===== src/tsd_pkg.sv =====
package tsd_pkg;

   // packet size limit, in dwords
   localparam int MAX_PACKET_DWORDS = 256;
   localparam int CNT_W             = $clog2(MAX_PACKET_DWORDS);
   localparam int MIN_DWORDS        = 3;

   // status patterns
   localparam logic [31:0] PAT_DATA  = 32'h7703_0000;
   localparam logic [31:0] MASK_DATA = 32'hff03_0000;
   localparam logic [31:0] PAT_LAST  = 32'h7707_0000;
   localparam logic [31:0] MASK_LAST = 32'hff07_0000;

   // group queue between front and back
   localparam int QUEUE_DEPTH = 4;
   localparam int QPTR_W      = $clog2(QUEUE_DEPTH);

   typedef enum logic [1:0] {
      EV_DWORD    = 2'd0,
      EV_SHORT    = 2'd1,
      EV_OVERFLOW = 2'd2
   } ev_type;

   // results caused by one input word: n words, last/ev apply to the final one
   typedef struct packed {
      logic [1:0]       n;
      logic [2:0][31:0] dw;
      logic             last;
      ev_type           ev;
   } grp_type;

endpackage


===== src/tsd_front.sv =====
module tsd_front import tsd_pkg::*; (
   input  logic        clock,
   input  logic        reset,
   input  logic        req_valid,
   input  logic        req_ready,
   input  logic [31:0] req_data_word,
   input  logic [31:0] req_status_word,
   output logic        push,
   output grp_type     push_grp
);

   logic [CNT_W-1:0] count_ff, count_in;
   logic [31:0]      held_first_ff, held_first_in;
   logic [31:0]      held_second_ff, held_second_in;
   logic             discarding_ff, discarding_in;

   logic             accept;
   logic             is_data;
   logic             is_last;
   logic [CNT_W:0]   cnt_next;
   grp_type          grp;

   assign accept   = req_valid && req_ready;
   assign is_data  = (req_status_word & MASK_DATA) == PAT_DATA;
   assign is_last  = (req_status_word & MASK_LAST) == PAT_LAST;
   assign cnt_next = {1'b0, count_ff} + (CNT_W+1)'(1);

   // classify the word and build its result group
   always_comb begin
      grp            = '0;
      grp.ev         = EV_DWORD;
      count_in       = count_ff;
      held_first_in  = held_first_ff;
      held_second_in = held_second_ff;
      discarding_in  = discarding_ff;
      if (is_data) begin
         if (discarding_ff) begin
            if (is_last) begin
               discarding_in = 1'b0;
            end
         end else if (cnt_next >= (CNT_W+1)'(MAX_PACKET_DWORDS)) begin
            grp.n         = 2'd1;
            grp.ev        = EV_OVERFLOW;
            count_in      = '0;
            discarding_in = !is_last;
         end else begin
            count_in = cnt_next[CNT_W-1:0];
            if (cnt_next == (CNT_W+1)'(1)) begin
               held_first_in = req_data_word;
            end else if (cnt_next == (CNT_W+1)'(2)) begin
               held_second_in = req_data_word;
            end else if (cnt_next == (CNT_W+1)'(MIN_DWORDS)) begin
               grp.n     = 2'd3;
               grp.dw[0] = held_first_ff;
               grp.dw[1] = held_second_ff;
               grp.dw[2] = req_data_word;
               grp.last  = is_last;
            end else begin
               grp.n     = 2'd1;
               grp.dw[0] = req_data_word;
               grp.last  = is_last;
            end
            if (is_last) begin
               // short frame: nothing was passed on yet
               if (cnt_next < (CNT_W+1)'(MIN_DWORDS)) begin
                  grp.n  = 2'd1;
                  grp.ev = EV_SHORT;
               end
               count_in = '0;
            end
         end
      end
   end

   assign push     = accept && (grp.n != 2'd0);
   assign push_grp = grp;

   // packet state
   always_ff @(posedge clock) begin
      if (reset) begin
         count_ff      <= '0;
         discarding_ff <= 1'b0;
      end else if (accept) begin
         count_ff      <= count_in;
         discarding_ff <= discarding_in;
      end
   end

   // held dwords
   always_ff @(posedge clock) begin
      if (accept) begin
         held_first_ff  <= held_first_in;
         held_second_ff <= held_second_in;
      end
   end

endmodule


===== src/tsd_queue.sv =====
module tsd_queue import tsd_pkg::*; (
   input  logic    clock,
   input  logic    reset,
   input  logic    push,
   input  grp_type push_grp,
   output logic    not_full,
   input  logic    pop,
   output logic    head_valid,
   output grp_type head_grp
);

   grp_type           mem_ff [QUEUE_DEPTH];
   logic [QPTR_W-1:0] wr_ptr_ff, wr_ptr_in;
   logic [QPTR_W-1:0] rd_ptr_ff, rd_ptr_in;
   logic [QPTR_W:0]   fill_ff, fill_in;

   assign not_full   = fill_ff != (QPTR_W+1)'(QUEUE_DEPTH);
   assign head_valid = fill_ff != '0;
   assign head_grp   = mem_ff[rd_ptr_ff];

   // pointer and fill update
   always_comb begin
      wr_ptr_in = push ? wr_ptr_ff + QPTR_W'(1) : wr_ptr_ff;
      rd_ptr_in = pop  ? rd_ptr_ff + QPTR_W'(1) : rd_ptr_ff;
      fill_in   = fill_ff;
      if (push && !pop) begin
         fill_in = fill_ff + (QPTR_W+1)'(1);
      end else if (pop && !push) begin
         fill_in = fill_ff - (QPTR_W+1)'(1);
      end
   end

   always_ff @(posedge clock) begin
      if (reset) begin
         wr_ptr_ff <= '0;
         rd_ptr_ff <= '0;
         fill_ff   <= '0;
      end else begin
         wr_ptr_ff <= wr_ptr_in;
         rd_ptr_ff <= rd_ptr_in;
         fill_ff   <= fill_in;
      end
   end

   // storage
   always_ff @(posedge clock) begin
      if (push) begin
         mem_ff[wr_ptr_ff] <= push_grp;
      end
   end

endmodule


===== src/tsd_back.sv =====
module tsd_back import tsd_pkg::*; (
   input  logic        clock,
   input  logic        reset,
   input  logic        head_valid,
   input  grp_type     head_grp,
   output logic        pop,
   output logic        rsp_valid,
   input  logic        rsp_ready,
   output logic [31:0] rsp_tlp_dword,
   output logic        rsp_last_of_tlp,
   output logic [1:0]  rsp_event_code
);

   logic [1:0]  sub_ff, sub_in;
   logic        valid_ff, valid_in;
   logic [31:0] dword_ff, dword_in;
   logic        last_ff, last_in;
   ev_type      ev_ff, ev_in;

   logic        load;
   logic        emit;
   logic        is_final;

   assign load     = !valid_ff || rsp_ready;
   assign emit     = load && head_valid;
   assign is_final = sub_ff == (head_grp.n - 2'd1);
   assign pop      = emit && is_final;

   // walk through the words of the head group
   always_comb begin
      sub_in   = sub_ff;
      valid_in = valid_ff;
      dword_in = dword_ff;
      last_in  = last_ff;
      ev_in    = ev_ff;
      if (load) begin
         valid_in = head_valid;
      end
      if (emit) begin
         sub_in   = is_final ? 2'd0 : sub_ff + 2'd1;
         dword_in = head_grp.dw[sub_ff];
         last_in  = is_final && head_grp.last;
         ev_in    = is_final ? head_grp.ev : EV_DWORD;
      end
   end

   always_ff @(posedge clock) begin
      if (reset) begin
         sub_ff   <= 2'd0;
         valid_ff <= 1'b0;
      end else begin
         sub_ff   <= sub_in;
         valid_ff <= valid_in;
      end
   end

   // output word register
   always_ff @(posedge clock) begin
      dword_ff <= dword_in;
      last_ff  <= last_in;
      ev_ff    <= ev_in;
   end

   assign rsp_valid       = valid_ff;
   assign rsp_tlp_dword   = dword_ff;
   assign rsp_last_of_tlp = last_ff;
   assign rsp_event_code  = ev_ff;

endmodule


===== src/tlp_rx_status_deframer.sv =====
// Results pass the group queue, then the output register. One link word per
// cycle is taken while the queue has room; results leave at one word per cycle
// while rsp_ready is high, set by the single output register draining a 4-group
// queue. A third packet dword releases three words, so input can stall briefly.
// Reset (synchronous, active high) clears packet count, discard flag and queue.
module tlp_rx_status_deframer import tsd_pkg::*; (
   input  logic        clock,
   input  logic        reset,
   input  logic        req_valid,
   output logic        req_ready,
   input  logic [31:0] req_data_word,
   input  logic [31:0] req_status_word,
   output logic        rsp_valid,
   input  logic        rsp_ready,
   output logic [31:0] rsp_tlp_dword,
   output logic        rsp_last_of_tlp,
   output logic [1:0]  rsp_event_code
);

   logic    push;
   grp_type push_grp;
   logic    pop;
   logic    head_valid;
   grp_type head_grp;

   tsd_front u_front (
      .clock           (clock),
      .reset           (reset),
      .req_valid       (req_valid),
      .req_ready       (req_ready),
      .req_data_word   (req_data_word),
      .req_status_word (req_status_word),
      .push            (push),
      .push_grp        (push_grp)
   );

   tsd_queue u_queue (
      .clock      (clock),
      .reset      (reset),
      .push       (push),
      .push_grp   (push_grp),
      .not_full   (req_ready),
      .pop        (pop),
      .head_valid (head_valid),
      .head_grp   (head_grp)
   );

   tsd_back u_back (
      .clock           (clock),
      .reset           (reset),
      .head_valid      (head_valid),
      .head_grp        (head_grp),
      .pop             (pop),
      .rsp_valid       (rsp_valid),
      .rsp_ready       (rsp_ready),
      .rsp_tlp_dword   (rsp_tlp_dword),
      .rsp_last_of_tlp (rsp_last_of_tlp),
      .rsp_event_code  (rsp_event_code)
   );

endmodule


===== config.mk =====
export PLATFORM = sky130hd
export DESIGN_NAME = tlp_rx_status_deframer
export DESIGN_NICKNAME = d
export VERILOG_FILES = /design/src/tsd_pkg.sv /design/src/tsd_front.sv /design/src/tsd_queue.sv /design/src/tsd_back.sv /design/src/tlp_rx_status_deframer.sv
export SDC_FILE = /design/constraint.sdc
export NUM_CORES = 1
export LEC_CHECK = 0
export ABC_CLOCK_PERIOD_IN_PS = 6800
export BUFFER_PORTS_ARGS = -buffer_cell sky130_fd_sc_hd__buf_2
export CAP_MARGIN = 25
export CORE_ASPECT_RATIO = 1.1
export CORE_MARGIN = 2
export CORE_UTILIZATION = 55
export CTS_CLUSTER_DIAMETER = 200
export DETAILED_ROUTE_END_ITERATION = 12
export HOLD_SLACK_MARGIN = 0.05
export PLACE_DENSITY = 0.73
export SYNTH_ARGS = -nofsm -noshare
export SYNTH_HDL_FRONTEND = slang
export SYNTH_SLANG_ARGS = --single-unit

===== constraint.sdc =====
create_clock -name clock -period 6.8 [get_ports clock]
set_clock_uncertainty 0.1 [all_clocks]
set_input_delay 1.36 -clock clock [delete_from_list [all_inputs] [get_ports clock]]
set_output_delay 1.36 -clock clock [all_outputs]
set_load 0.005 [all_outputs]

==> reports/qor.csv, run 1 <==
stage,metric,value,unit
outcome,run status,finished clean,
layout,Final Cell Area,23500,sq um
setup_path,R2R setup slack,2.68,ns
cts,postcts setup bufs,0,
power_and_ir_drop,Sw Ratio,18.78,%
layout,share of cells above drive strength 1,24.62,%
layout,# nets final,1276,
global_route,largest net degree at the start of global routing,66,
setup_path,Worst R2R Path Depth,8,
cts,post-CTS resize count,0,
power_and_ir_drop,P_leak,0.007242,uW
synthesis,mapped cell area,20870,sq um
global_route,first-pass GRT wire length,64300,microns
synthesis,Synth Area in Adders,0.6355,%
power_and_ir_drop,PwrDens,263.7,nW/um^2
placement,global placement routability congestion,0.7152,
synthesis,top post-synthesis cells by area,"edfxtp_1 (72%), mux4_2 (11%), and2_1 (2.1%)",
placement,dpl ws,2.067,ns
floorplan,die span in x,189.7,microns
synthesis,Synth Area in Compound Gates,4.173,%
synthesis,Seq cells post-synth,524,
global_route,vias in the first global route,10970,
layout,Final Util,62.97,%
drt,drt total wl,42570,microns
global_route,initial antenna violation count,1,
setup_path,Critical Path Source,req_status_word[27],
job,maxcap violations,0,
setup_path,slowest CP cell,and2_4,
floorplan,die height,208.3,microns
global_route,total grt overflow,0,
setup_path,Worst setup EP type,flip-flop,
placement,Area after DPL,21860,sq um
drt,vias per inst,6.201,
setup_path,CP Launch Type,input pin,
cts,maximum clock path buffer count,3,
drt,DR WL/cell,24.56,microns
synthesis,post-synthesis simple-gate area fraction,5.522,%
placement,post-DP HPWL,21120,microns
synthesis,Synth area leader,edfxtp_1,
setup_path,Crit Path Class,in -> reg,
drt,Post-DRT Antenna Nets,0,
power_and_ir_drop,clock power share,43.1,%
setup_path,worst-path fanout max,56,
cts,Clock Latency Late Sink,0.57,ns
global_route,Total GRT Usage,21.86,%
timing,Final setup viols,0,
layout,n_diodes,0,
cts,Num CTS Buffers,49,
synthesis,post-synthesis mux area share,12.79,%
setup_path,Reg-to-Reg End,u_queue.mem_ff[0][54],
synthesis,synth warn,0,
drt,Vias,10750,
placement,DP Cell Count,1638,
power_and_ir_drop,Net Sw Power,1164,uW
power_and_ir_drop,worst vdd ir,0.0001740,V
synthesis,Syn Area/Cell,18.77,sq um
synthesis,sequential area share after synthesis,74.39,%
cts,"Clk pin slew, worst setup/hold paths",0.06,ns
cts,CTS tree,done,
synthesis,syn_nets,1190,
cts,H-tree level count,2,
drt,DRC Markers,0,
cts,clk root buf,clkbuf_16,
floorplan,Starting Density,55.93,%
synthesis,number of enable flip-flop cells after synthesis,503,
synthesis,largest family of logic cells by synthesized area,multiplexers,
min_path,HP Class,reg -> reg,
timing,pins over their slew limit,0,
setup_path,Reg2Reg Launch Point,u_front.count_ff[0],
floorplan,Core ar.,37310,sq um
layout,final non-filler cell total,1733,
floorplan,Site Rows,74,
setup_path,crit path capture,u_queue.mem_ff[0][54],
timing,setup slack after layout,2.676,ns
synthesis,Syn Inst Count,1112,
drt,initial drt markers,1128,
synthesis,share of flip-flops with an asynchronous set or reset,0,%
timing,worst rel slew slack,41.78,%
synthesis,Yosys cell types,54,
timing,RSZ-0062 raised after global routing,false,
setup_path,CP arrival,4.25,ns
floorplan,IO Count,105,
timing,Final min period,4.124,ns
power_and_ir_drop,cell internal pwr,5033,uW
synthesis,"Top FF cell, synth",edfxtp_1,
synthesis,Synth top area share,72.37,%
floorplan,die footprint,39520,sq um
timing,worst-margin pin slew,0.8733,ns
timing,FMAX,0.2425,GHz
setup_path,worst path required time,6.93,ns
placement,port bufs,83,
power_and_ir_drop,Logic pwr share,0.6,%
cts,clk sinks,524,
layout,P&R area growth vs syn,12.59,%
synthesis,XOR/XNOR Fraction of Synth Area,0.1259,%
cts,hold_buf cts,0,
power_and_ir_drop,Reg power frac,56.3,%
setup_path,Crit path largest cell delay,0.75,ns
layout,fill count,2570,
timing,hold violation count in the final report,0,
drt,drt pass-1 iters,5,
setup_path,worst path cell trace,buf_2 > nand4b_4 > or3_1 > or3_4 > a31oi_1 > and2_4 > buf_12,
timing,"Period Utilization, post-route",60.65,%
timing,setup_tns,0,ns
## metrics by stage
step	hold slack [ns]	total power, uW
global route	0.4076	6352
CTS	0.3843	6236
detailed placement	0.3729	3592
global placement	0.3563	3591
floorplan	0.3591	3566
finish	0.3846	6196
## area by class of cell
| cell class | count | area, sq um | area share, % |
|---|---|---|---|
| Multi-Input combinational cell | 473 | 4902 | 20.86 |
| Clock buffer | 67 | 1336 | 5.687 |
| Clock inverter | 25 | 229.0 | 0.9744 |
| Timing Repair Buffer | 107 | 715.7 | 3.046 |
| Sequential cell | 524 | 15530 | 66.11 |
| Inverter | 43 | 161.4 | 0.6869 |
| Tap cell | 494 | 618.1 | 2.630 |
## synthesized netlist by cell type, drive strengths merged, types with 2 or more instances
cell	number
o21ai	10
ha	9
nand3	5
buf	29
a311oi	3
clkbuf	43
a211oi	2
nor4	4
edfxtp	503
or4b	3
o22ai	32
nand3b	3
a21oi	46
mux2	3
and4	2
mux4	101
nor2b	6
nor2	10
and2	70
or3	10
and3	2
o31ai	32
nand2b	8
nor3	6
or2	2
nand2	7
xor2	2
mux2i	36
a31oi	5
a31o	2
nand4	35
inv	43
dfxtp	21
or4	4
## routing by layer
layer,vias up,track usage (%),wire (microns)
li1,4683,-,-
met1,5540,30.88,17420
met2,440,35.40,21030
met3,82,3.441,3046
met4,2,7.164,1060
met5,-,0,11
## cell usage in the layout (no fill, tap or decap), types with 15 or more instances in the layout
master,n
a21oi_1,45
and2_1,66
buf_2,84
buf_4,15
clkbuf_1,16
clkbuf_16,51
dfxtp_1,17
edfxtp_1,503
inv_1,43
mux2i_1,36
mux4_2,101
nand4_1,35
o22ai_1,32
o31ai_1,32
## state kept, by name (all words and copies together) (netlist names), 2 cells and up, named ones only
| register | cells |
|---|---|
| u_queue.wr_ptr_ff | 2 |
| u_front.held_first_ff | 32 |
| u_back.rsp_tlp_dword | 32 |
| u_back.sub_ff | 2 |
| u_front.count_ff | 8 |
| u_back.rsp_event_code | 2 |
| u_queue.mem_ff | 404 |
| u_front.held_second_ff | 32 |
| u_queue.fill_ff | 3 |
| u_queue.rd_ptr_ff | 2 |
## logic make-up after synthesis
logic type | Yosys count
flops | 524
buf+inv | 115
simple gates | 182
xor+xnor | 3
compound gates | 138
fa+ha+maj | 10
mux | 140
## power by group through the flow
stage	Combinational [uW]	Clock (uW)	Sequential [uW]
after floorplan	10.0	0	3560
after global placement	36.4	0	3550
after detailed placement	37.4	0	3550
after CTS	37.5	2710	3490
after global routing	40.7	2830	3480
final	37.5	2670	3490
## how the worst min path moves through the flow
stage	start	end	slack [ns]	cells past startpoint
after floorplan	u_queue.rd_ptr_ff[1]	flip-flop	0.36	2
after global placement	u_queue.rd_ptr_ff[1]	flip-flop	0.36	2
after detailed placement	u_queue.rd_ptr_ff[1]	flip-flop	0.37	2
after CTS	u_queue.rd_ptr_ff[1]	flip-flop	0.38	2
after global routing	u_queue.rd_ptr_ff[1]	flip-flop	0.41	2
final	u_queue.rd_ptr_ff[1]	flip-flop	0.38	2
## worst max-delay path: cells and delay by family
kind | cells | cell delay [ns]
AOI/OAI and AO/OA | 1 | 0.40
buffers and inverters | 2 | 0.52
and+or+nand+nor | 4 | 1.93
(Power assumes the default switching activity.)
==> run 2: changes to the inputs <==
--- a/config.mk
+++ b/config.mk
@@ -5,7 +5,7 @@
 export SDC_FILE = /design/constraint.sdc
 export NUM_CORES = 1
 export LEC_CHECK = 0
-export ABC_CLOCK_PERIOD_IN_PS = 6800
+export ABC_CLOCK_PERIOD_IN_PS = 3300
 export BUFFER_PORTS_ARGS = -buffer_cell sky130_fd_sc_hd__buf_2
 export CAP_MARGIN = 25
 export CORE_ASPECT_RATIO = 1.1
@@ -14,7 +14,7 @@
 export CTS_CLUSTER_DIAMETER = 200
 export DETAILED_ROUTE_END_ITERATION = 12
 export HOLD_SLACK_MARGIN = 0.05
-export PLACE_DENSITY = 0.73
+export PLACE_DENSITY = 0.76
 export SYNTH_ARGS = -nofsm -noshare
 export SYNTH_HDL_FRONTEND = slang
 export SYNTH_SLANG_ARGS = --single-unit
==> constraint.sdc (replaced) <==
create_clock -name clock -period 3.3 [get_ports clock]
set_clock_uncertainty 0.1 [all_clocks]
set_input_delay 0.66 -clock clock [delete_from_list [all_inputs] [get_ports clock]]
set_output_delay 0.66 -clock clock [all_outputs]
set_load 0.005 [all_outputs]
==> run 2 against run 1 <==
Against the previous run: critical path depth up 3; largest power group unchanged; critical endpoint is now u_queue.fill_ff[2]; register-to-register slack worse by 2.5 ns; routed wire length up 1.2%; clock power up 110%; sequential power up 110%; setup slack worse by 2.5 ns; clock-buffer cell count down 4; final cell count up 1.5%.
==> reports/qor.csv, run 2 (synthesis results as in run 1) <==
stage,metric,value,unit
outcome,run status,finished clean,
global_route,Total GRT Usage,22.14,%
floorplan,Core ar.,37310,sq um
global_route,total grt overflow,0,
global_route,GR peak layer,met2,
global_route,largest net degree at the start of global routing,77,
min_path,HP Class,in -> reg,
global_route,GR Util met2,37.30,%
power_and_ir_drop,worst vdd ir,0.0003560,V
drt,vias per inst,6.214,
layout,max reg flops,404,
floorplan,die span in x,189.7,microns
cts,maximum clock path buffer count,3,
setup_path,worst-path fanout max,4,
timing,worst rel slew slack,33.53,%
global_route,initial antenna violation count,3,
layout,Final Cell Area,23890,sq um
setup_path,CP arrival,3.49,ns
setup_path,Worst R2R Path Depth,10,
setup_path,Reg-to-Reg End,u_queue.fill_ff[2],
timing,"Period Utilization, post-route",93.93,%
cts,Clock Latency Late Sink,0.57,ns
drt,DR WL/cell,24.49,microns
cts,clk sinks,524,
placement,global placement routability congestion,0.7715,
placement,post-DP HPWL,23160,microns
cts,CTS tree,done,
drt,DRC Markers,0,
floorplan,Starting Density,55.93,%
layout,# nets final,1305,
setup_path,CP Launch Type,flip-flop,
cts,Num CTS Buffers,49,
drt,drt pass-1 iters,5,
cts,postcts setup bufs,0,
job,maxcap violations,0,
drt,initial drt markers,1036,
setup_path,Crit Path Class,reg -> reg,
floorplan,IO Count,105,
timing,pins over their slew limit,0,
power_and_ir_drop,Power Total,12950,uW
min_path,min-delay src,req_data_word[2],
power_and_ir_drop,PwrDens,541.8,nW/um^2
layout,Top reg by flops,u_queue.mem_ff,
placement,port bufs,83,
power_and_ir_drop,P_leak,0.007429,uW
drt,drt total wl,43070,microns
global_route,met3 usage,3.644,%
timing,hold violation count in the final report,0,
floorplan,die footprint,39520,sq um
cts,hold_buf cts,0,
cts,"Clk pin slew, worst setup/hold paths",0.06,ns
drt,Vias,10930,
layout,Final Util,64.04,%
layout,P&R area growth vs syn,14.49,%
layout,"most common cell after layout, fill and taps aside",edfxtp_1,
cts,H-tree level count,2,
placement,Area after DPL,22270,sq um
timing,setup_tns,0,ns
min_path,WHS Endpoint,u_front.held_second_ff[2],
timing,worst-margin pin slew,0.9970,ns
setup_path,Worst setup EP type,flip-flop,
min_path,cell depth of the worst hold path,1,
layout,share of cells above drive strength 1,26.66,%
setup_path,R2R setup slack,0.20,ns
floorplan,die height,208.3,microns
global_route,met1 GRT Util,29.69,%
timing,Final min period,3.100,ns
global_route,first-pass GRT wire length,65520,microns
timing,RSZ-0062 raised after global routing,false,
setup_path,worst path required time,3.69,ns
timing,FMAX,0.3226,GHz
drt,Post-DRT Antenna Nets,0,
cts,clk root buf,clkbuf_16,
layout,most frequent cells in the layout,"edfxtp_1 (503), mux4_2 (101), buf_2 (83)",
timing,Final setup viols,0,
floorplan,Site Rows,74,
global_route,vias in the first global route,11310,
layout,fill count,2464,
==> run 2: cell types whose count changed in the layout (fill, tap and decap cells not counted), moves of 3 or more <==
cell and change:
clkbuf_1 -4, buf_12 +12, buf_4 +21, bufinv_16 +3, buf_16 -3, clkinv_2 -4
==> run 2: final cells by class <==
type | instances | area, sq um | share of cell area (%)
sequential | 524 | 15540 | 65.02
clock buffer | 63 | 1321 | 5.530
clock inverter | 25 | 302.8 | 1.267
timing repair buffer | 136 | 1026 | 4.294
multi-input combinational | 473 | 4926 | 20.62
inverter | 43 | 161.4 | 0.6755
antenna | 1 | 2.502 | 0.01047
tap | 494 | 618.1 | 2.587
==> run 2: per-stage QoR <==
stage / instances / hold slack (ns) / setup WS, ns
final: 1759 / 0.2098 / 0.2003
after global routing: 1759 / 0.2042 / 0.02810
after CTS: 1758 / 0.2007 / 0.07009
after detailed placement: 1670 / 0.3789 / -0.06901
after global placement: 1670 / 0.3711 / -0.0001712
after floorplan: 1112 / 0.3591 / -0.1639
==> run 2: per-layer routing <==
metal  up-vias  routed length (microns)
li1       4746                        -
met1      5630                    17220
met2       472                    21910
met3        80                     2875
met4         2                     1052
met5         -                       13
==> run 2: worst max path at each step <==
stage | start | to
after global routing | flip-flop | u_queue.fill_ff[2]
after detailed placement | req_status_word[31] | u_queue.fill_ff[2]
after floorplan | req_status_word[25] | u_front.held_first_ff[0]
final | flip-flop | u_queue.fill_ff[2]
after CTS | u_front.count_ff[0] | u_queue.fill_ff[2]
after global placement | req_status_word[31] | u_queue.fill_ff[2]
==> run 2: repair_timing <==
action | CTS | global route
resized for setup | 0 | 2
setup endpoints to repair | 0 | 1
hold endpoints to repair | 0 | 0
==> run 2: where the power goes <==
group          total, uW  switching, uW  internal, uW
Combinational       81.1           49.3          31.8
Clock               5680           2310          3370
Sequential          7180         0.0608          7180
Total              12900           2360         10600
==> run 2: critical path: stages, from the launching register on <==
cell	delay (ns)
dfxtp_4	0.38
mux4_2	0.54
xnor2_1	0.24
mux2i_1	0.26
nand2b_1	0.23
ha_1	0.20
inv_1	0.06
fa_1	0.38
xor2_1	0.17
or3_1	0.30
a21oi_1	0.15
